**src/hw/rtl/vtgl_pkg.sv**
```systemverilog
package vtgl_pkg;

   localparam int COEF_WORDS_DEF = 64;
   localparam int FRAC_BITS_DEF  = 16;
   localparam int FIFO_DEPTH     = 2;

   // Coefficient store layout.
   localparam int W_MODEL     = 0;
   localparam int W_VIEW      = 16;
   localparam int W_PROJ      = 32;
   localparam int W_LPOS      = 48;
   localparam int LIGHT_WORDS = 11;

   // Datapath widths.
   localparam int OPND_W = 33;
   localparam int PROD_W = 66;
   localparam int ACC_W  = 67;

   localparam logic KIND_VERTEX = 1'b0;
   localparam logic KIND_WRITE  = 1'b1;

   localparam logic [1:0] CLS_VERTEX = 2'd0;
   localparam logic [1:0] CLS_WRITE  = 2'd1;
   localparam logic [1:0] CLS_DROP   = 2'd2;

   localparam logic SD_SQRT = 1'b0;
   localparam logic SD_DIV  = 1'b1;

   typedef struct packed {
      logic [1:0]         cls;
      logic [5:0]         coef_index;
      logic signed [31:0] coef_value;
      logic signed [31:0] pos_x;
      logic signed [31:0] pos_y;
      logic signed [31:0] pos_z;
      logic signed [31:0] norm_x;
      logic signed [31:0] norm_y;
      logic signed [31:0] norm_z;
      logic signed [31:0] base_red;
      logic signed [31:0] base_green;
      logic signed [31:0] base_blue;
   } item_type;

   typedef struct packed {
      logic start;
      logic mode;
   } sd_ctl_type;

   function automatic logic signed [31:0] sat32(input logic signed [ACC_W-1:0] v);
      logic signed [31:0] r;
      if (v[ACC_W-1:31] == '0 || v[ACC_W-1:31] == '1) begin
         r = v[31:0];
      end else if (v[ACC_W-1]) begin
         r = 32'sh8000_0000;
      end else begin
         r = 32'sh7fff_ffff;
      end
      return r;
   endfunction

endpackage

```
**src/hw/rtl/vtgl_ifs.sv**
```systemverilog
interface vtgl_req_if;
   logic               valid;
   logic               ready;
   logic               kind;
   logic [5:0]         coef_index;
   logic signed [31:0] coef_value;
   logic signed [31:0] pos_x;
   logic signed [31:0] pos_y;
   logic signed [31:0] pos_z;
   logic signed [31:0] norm_x;
   logic signed [31:0] norm_y;
   logic signed [31:0] norm_z;
   logic signed [31:0] base_red;
   logic signed [31:0] base_green;
   logic signed [31:0] base_blue;

   modport source (output valid, kind, coef_index, coef_value, pos_x, pos_y, pos_z,
                   norm_x, norm_y, norm_z, base_red, base_green, base_blue,
                   input ready);
   modport sink (input valid, kind, coef_index, coef_value, pos_x, pos_y, pos_z,
                 norm_x, norm_y, norm_z, base_red, base_green, base_blue,
                 output ready);
endinterface


```
**src/hw/rtl/vtgl_fifo.sv**
```systemverilog
module vtgl_fifo
   import vtgl_pkg::*;
#(
   parameter int COEF_WORDS = COEF_WORDS_DEF
) (
   input  logic     clock,
   input  logic     reset,
   vtgl_req_if.sink req,
   output item_type head,
   output logic     head_valid,
   input  logic     head_pop
);

   localparam int PW = $clog2(FIFO_DEPTH);
   localparam int CW = $clog2(FIFO_DEPTH + 1);

   item_type         slot_ff [0:FIFO_DEPTH-1];
   item_type         slot_in [0:FIFO_DEPTH-1];
   logic [PW-1:0]    wr_ptr_ff, wr_ptr_in;
   logic [PW-1:0]    rd_ptr_ff, rd_ptr_in;
   logic [CW-1:0]    count_ff, count_in;
   logic             push;
   logic             pop;
   item_type         entry;

   // Classify on the way in: writes beyond the store are marked to be dropped.
   always_comb begin
      entry.coef_index = req.coef_index;
      entry.coef_value = req.coef_value;
      entry.pos_x      = req.pos_x;
      entry.pos_y      = req.pos_y;
      entry.pos_z      = req.pos_z;
      entry.norm_x     = req.norm_x;
      entry.norm_y     = req.norm_y;
      entry.norm_z     = req.norm_z;
      entry.base_red   = req.base_red;
      entry.base_green = req.base_green;
      entry.base_blue  = req.base_blue;
      if (req.kind == KIND_VERTEX) begin
         entry.cls = CLS_VERTEX;
      end else if ({1'b0, req.coef_index} < 7'(COEF_WORDS)) begin
         entry.cls = CLS_WRITE;
      end else begin
         entry.cls = CLS_DROP;
      end
   end

   assign req.ready  = (count_ff != CW'(FIFO_DEPTH));
   assign push       = req.valid && req.ready;
   assign pop        = head_pop && head_valid;
   assign head_valid = (count_ff != '0);
   assign head       = slot_ff[rd_ptr_ff];

   always_comb begin
      slot_in   = slot_ff;
      wr_ptr_in = wr_ptr_ff;
      rd_ptr_in = rd_ptr_ff;
      count_in  = count_ff;
      if (push) begin
         slot_in[wr_ptr_ff] = entry;
         wr_ptr_in = (wr_ptr_ff == PW'(FIFO_DEPTH - 1)) ? '0 : wr_ptr_ff + PW'(1);
      end
      if (pop) begin
         rd_ptr_in = (rd_ptr_ff == PW'(FIFO_DEPTH - 1)) ? '0 : rd_ptr_ff + PW'(1);
      end
      if (push && !pop) begin
         count_in = count_ff + CW'(1);
      end else if (pop && !push) begin
         count_in = count_ff - CW'(1);
      end
   end

   always_ff @(posedge clock) begin
      if (reset) begin
         wr_ptr_ff <= '0;
         rd_ptr_ff <= '0;
         count_ff  <= '0;
      end else begin
         wr_ptr_ff <= wr_ptr_in;
         rd_ptr_ff <= rd_ptr_in;
         count_ff  <= count_in;
      end
      slot_ff <= slot_in;
   end

endmodule

```
**src/flat_wrapper.sv**
```systemverilog
// flat-port wrapper written by rule: the top's interface ports become plain ports
module vtgl_fifo_flat import vtgl_pkg::*;
#(
   parameter int COEF_WORDS = COEF_WORDS_DEF
)
  (clock, reset, head, head_valid, head_pop, req_valid, req_kind, req_coef_index, req_coef_value, req_pos_x, req_pos_y, req_pos_z, req_norm_x, req_norm_y, req_norm_z, req_base_red, req_base_green, req_base_blue, req_ready);
  vtgl_req_if req_i ();
  input  logic clock;
  input  logic reset;
  output item_type head;
  output logic head_valid;
  input  logic head_pop;
  input wire logic [$bits(req_i.valid)-1:0] req_valid;
  input wire logic [$bits(req_i.kind)-1:0] req_kind;
  input wire logic [$bits(req_i.coef_index)-1:0] req_coef_index;
  input wire logic [$bits(req_i.coef_value)-1:0] req_coef_value;
  input wire logic [$bits(req_i.pos_x)-1:0] req_pos_x;
  input wire logic [$bits(req_i.pos_y)-1:0] req_pos_y;
  input wire logic [$bits(req_i.pos_z)-1:0] req_pos_z;
  input wire logic [$bits(req_i.norm_x)-1:0] req_norm_x;
  input wire logic [$bits(req_i.norm_y)-1:0] req_norm_y;
  input wire logic [$bits(req_i.norm_z)-1:0] req_norm_z;
  input wire logic [$bits(req_i.base_red)-1:0] req_base_red;
  input wire logic [$bits(req_i.base_green)-1:0] req_base_green;
  input wire logic [$bits(req_i.base_blue)-1:0] req_base_blue;
  output wire logic [$bits(req_i.ready)-1:0] req_ready;
  assign req_i.valid = req_valid;
  assign req_i.kind = req_kind;
  assign req_i.coef_index = req_coef_index;
  assign req_i.coef_value = req_coef_value;
  assign req_i.pos_x = req_pos_x;
  assign req_i.pos_y = req_pos_y;
  assign req_i.pos_z = req_pos_z;
  assign req_i.norm_x = req_norm_x;
  assign req_i.norm_y = req_norm_y;
  assign req_i.norm_z = req_norm_z;
  assign req_i.base_red = req_base_red;
  assign req_i.base_green = req_base_green;
  assign req_i.base_blue = req_base_blue;
  assign req_ready = req_i.ready;
  vtgl_fifo #(.COEF_WORDS(COEF_WORDS)) u_core (.clock(clock), .reset(reset), .req(req_i), .head(head), .head_valid(head_valid), .head_pop(head_pop));
endmodule
```
**config.mk**
```make
export PLATFORM = sky130hd
export DESIGN_NAME = vtgl_fifo_flat
export DESIGN_NICKNAME = d
export VERILOG_FILES = /design/src/hw/rtl/vtgl_pkg.sv /design/src/hw/rtl/vtgl_ifs.sv /design/src/hw/rtl/vtgl_fifo.sv /design/src/flat_wrapper.sv
export SDC_FILE = /design/constraint.sdc
export NUM_CORES = 1
export LEC_CHECK = 0
export BUFFER_PORTS_ARGS = -buffer_cell sky130_fd_sc_hd__buf_2
export CORE_AREA = 2 2 256 258
export DETAILED_ROUTE_END_ITERATION = 8
export DIE_AREA = 0 0 258 260
export GPL_ROUTABILITY_DRIVEN = 0
export PLACE_DENSITY = 0.66
export RECOVER_POWER = 25
export SYNTH_ARGS = -nofsm -noshare
export SYNTH_HDL_FRONTEND = slang
export SYNTH_SLANG_ARGS = --single-unit
```
**constraint.sdc**
```tcl
create_clock -name clock -period 13.6 [get_ports clock]
set_clock_uncertainty 0.15 [all_clocks]
set_input_delay 2.04 -clock clock [delete_from_list [all_inputs] [get_ports clock]]
set_output_delay 2.04 -clock clock [all_outputs]
set_load 0.005 [all_outputs]
```
-- Word level (Yosys, flattened, before mapping)
Cells that the tools add are included.
- flip-flop bits (word level): 660
- bitwise operators: 2
- eq/ne operators: 1
- magnitude comparators: 3
- muxes and demuxes: 11
- add/sub/neg operators: 4
- reduce and logical (&&, ||, !) cells: 9
- operators by type and width (kind ; count):
    328-bit two-way mux ; 4
    656-bit bitwise mux ; 1
    328-bit demux with 1-bit select ; 1
    1-bit logical AND ; 5
    2-bit greater-or-equal comparator, second input constant ; 2
    2-bit two-way mux ; 2
    1-bit NOT with 2-bit output ; 2
    2-bit nonzero test ; 2
    1-bit two-way mux ; 3
    1-bit adder, second input constant ; 2
    2-bit by 1-bit adder with 2-bit output, second input constant ; 1
    1-bit logical NOT ; 2
    2-bit by 1-bit less-than comparator with 1-bit output, second input constant ; 1
    2-bit != test, second input constant ; 1
    2-bit by 1-bit subtractor with 2-bit output, second input constant ; 1

-- Logic depth before layout (Yosys ltp)
- depth after elaboration: 6
- mapped depth: 6
- mapped depth without buffers: 6

-- Worst setup path before layout
OpenSTA, ideal clock, no wires.
- path kind: input port to flip-flop
- start point: input req_valid
- end point: register u_core.slot_ff[0] in the netlist's numbering (enable)
- slack: 3.196 ns
- buffers on the path: 0
- arrival time: 9.521 ns
- stages on the path: 1
- cells stage by stage: and3_1
- word-level cells in the longest chain between the ends: 1
- RTL lines (element ; RTL line ; text):
    from (decl) ; flat_wrapper.sv:13 ; input wire logic [$bits(req_i.valid)-1:0] req_valid;
    1-bit logical AND ; vtgl_fifo.sv:49 ; assign push = req.valid && req.ready;
    to (signal assigned) ; vtgl_fifo.sv:83 ; slot_ff <= slot_in;
    to (decl) ; vtgl_fifo.sv:17 ; item_type slot_ff [0:FIFO_DEPTH-1];
Every way passes these cells.
A chain may end at the register's enable or synchronous reset.

==> metrics.md <==
| Metric | Value |
|---|---|
| DP Wirelength | 37590 um |
| Grt total ovfl | 0 |
| IO Pins | 661 |
| Class of the worst hold path | reg2reg |
| Row cnt | 93 |
| Drt wl/cell | 20.54 um |
| TritonCTS Buffers | 69 |
| CP max FO | 72 |
| CTS H-Tree Depth | 3 |
| Final period utilization | 43.71% |
| Peak VDD IR | 204.4 uV |
| Worst hold slack | 385.2 ps |
| Yosys warns | 0 |
| Die outline width | 258 um |
| Area growth syn-to-layout | 25.48% |
| Post-synth ARST share | 0% |
| DR vias/cell | 4.599 |
| Startpoint Class | register |
| Gate Count Post-Synth | 1041 |
| Initial core utilization | 37.36% |
| Setup bufs post-CTS | 0 |
| Post-Synth Adder-Cell Area | 0.05224% |
| Outcome | complete, no violations |
| Arr. time, crit path | 3750 ps |
| Worst-Margin Slew | 1132 ps |
| Die footprint | 67080 sq um |
| Post-route ant nets | 0 |
| CTS Sinks | 658 |
| Synth Area in XOR/XNOR | 0.1097% |
| DR DRC count | 0 |
| F_max | 0.1682 GHz |
| CTS Hold Buffers Added | 0 |
| Layout cells sized above 1 | 55.40% |
| Setup CP Type | reg2out |
| Top post-synthesis cells by area | edfxtp_1 82%, mux2_2 15%, buf_6 1.6%, dfxtp_1 0.33%, buf_12 0.17% |
| Drt pass-1 iters | 4 |
| Post-Syn Area | 23950 sq um |
| Seq cells post-synth | 658 |
| Main combinational cell family by area after synthesis | multiplexers |
| Final Hold Vio Count | 0 |
| RSZ-0062 raised after global routing | no |
| Nets | 2077 |
| Initial DRC Count | 720 |
| Initial antenna violation count | 22 |
| Number of buffers on the longest clock path | 3 |
| Post-place setup slack | 8106 ps |
| Post-Synth Simple-Gate Area | 0.1933% |
| Synth Area in Compound Gates | 0.1254% |
| Ys flop type | edfxtp_1 |
| Sequential share of the synthesized area | 82.33% |
| PortBufs | 659 |
| Yosys top cell by area | edfxtp_1 |
| Post-synth EDFFs | 654 |
| Via Count | 12.27k |
| Crit end category | primary output |
| First-pass GRT wire length | 78140 um |
| Root buffer cell | clkbuf_16 |
| Syn Nets | 1373 |
| Placed Instance Area | 27990 sq um |
| Number of max-cap violations | 0 |
| Vias in the first global route | 13.03k |
| Post-synth cell types | 20 |
| Mux contribution to synthesized area | 15.37% |
| Cts repair resizes | 0 |
| Worst endpoint required time | 11410 ps |
| Max-slew headroom | 24.54% |
| Core area | 64120 sq um |
| Syn avg cell area | 23.01 sq um |
| All-Layer GR Usage | 15.51% |
| Design area | 30050 sq um |
| Total Wirelength | 54780 um |
| Endpoints failing setup | 0 |
| Fin crit period | 5945 ps |
| CTS tree | done |
| Fill cells | 5511 |
| Pwr Density | 184.7 nW/um^2 |
| Die Y | 260 um |
| Worst skew pair latency | 570 ps |
| Setup TNS | 0 ps |
| Worst-path clk slew | 60 ps |
| Static Leak | 10.81 nW |
| Final slew viol count | 0 |
| Synth top area share | 82.00% |
| Pin count of the biggest net entering global routing | 116 |
| Fin worst setup slack | 7655 ps |
## sequential cells by signal, summed over array words and instances, names as in the netlist
signal,flops
u_core.rd_ptr_ff,1
u_core.count_ff,2
u_core.slot_ff,654
u_core.wr_ptr_ff,1
## cell type report
cell class / count / area (sq um) / share of cell area [%]
antenna: 16 / 40.04 / 0.1332
clock buffer: 88 / 1819 / 6.054
clock inverter: 34 / 325.3 / 1.082
inverter: 1 / 11.26 / 0.03747
multi-input combinational: 345 / 3806 / 12.66
sequential: 658 / 19720 / 65.63
tap: 855 / 1070 / 3.560
timing repair buffer: 670 / 3258 / 10.84
## critical path, stage by stage (launching register included)
cell and delay, ps:
dfxtp_4 830, buf_4 800, buf_4 810, mux2_2 430, buf_2 130
## final timing paths
path	start	endpoint	slack (ps)	cells past startpoint
max	u_core.rd_ptr_ff$_SDFFE_PP0P_	head[257]	7660	4
min	u_core.count_ff[1]$_SDFFE_PP0P_	u_core.count_ff[1]$_SDFFE_PP0P_	390	2
max reg2reg	u_core.count_ff[0]$_SDFFE_PP0P_	u_core.slot_ff[564]$_DFFE_PP_	9760	5
min reg2reg	u_core.count_ff[1]$_SDFFE_PP0P_	u_core.count_ff[1]$_SDFFE_PP0P_	390	2
## logic make-up after synthesis
logic type / Yosys count
AO/OA/AOI/OAI: 5
XOR/XNOR: 3
adder cells (fa/ha/maj): 1
buffers and inverters: 38
flip-flops: 658
multiplexers: 327
other: 1
AND/OR/NAND/NOR: 8
## where the power goes
group / internal [mW] / total [mW] / switching, mW
Combinational: 0.563 / 1.15 / 0.585
Clock: 1.04 / 1.78 / 0.740
Sequential: 2.54 / 2.62 / 0.0821
## cells in the final DEF, fill, tap and decap left out
cell type     n
buf_4        11
nand2b_1      1
dfxtp_1       3
bufinv_16     5
clkinvlp_4    2
buf_2       561
nand3b_1      1
inv_8         1
o21ai_0       2
edfxtp_1    654
or2_2         1
conb_1        1
clkinv_8      3
or3_1         1
clkbuf_1    116
and3_4        1
nor2_1        2
and2_1        1
ha_1          1
a21oi_1       2
diode_2      16
inv_6         1
clkinv_1     13
clkinv_4      1
clkbuf_16    70
clkinv_2      9
xor2_1        3
dfxtp_4       1
a21bo_2       1
mux2_2      327
## through the flow
stage                     total power, mW  cells  utilization [%]
after floorplan                     3.430   1041                -
after global placement              3.811   2529            43.66
after detailed placement            3.837   2529            43.66
after CTS                           5.643   2651            47.00
after global routing                5.797   2664            46.86
final                               5.551   2667            46.87
## cell usage after synthesis (2+ instances only)
cell,n
buf_6,33
buf_4,2
dfxtp_1,4
a21oi_1,2
mux2_2,327
nor2_1,2
buf_12,2
o21ai_0,2
edfxtp_1,654
xor2_1,3
## per-layer routing
| layer | global-route usage, % | vias up | wire (um) |
|---|---|---|---|
| li1 | - | 5597 | - |
| met3 | 5.429 | 99 | 4674 |
| met5 | 0 | - | 75 |
| met1 | 16.87 | 6054 | 19730 |
| met4 | 7.611 | 12 | 1661 |
| met2 | 26.98 | 503 | 28640 |
Note: power is estimated with default switching activity, not from simulation.
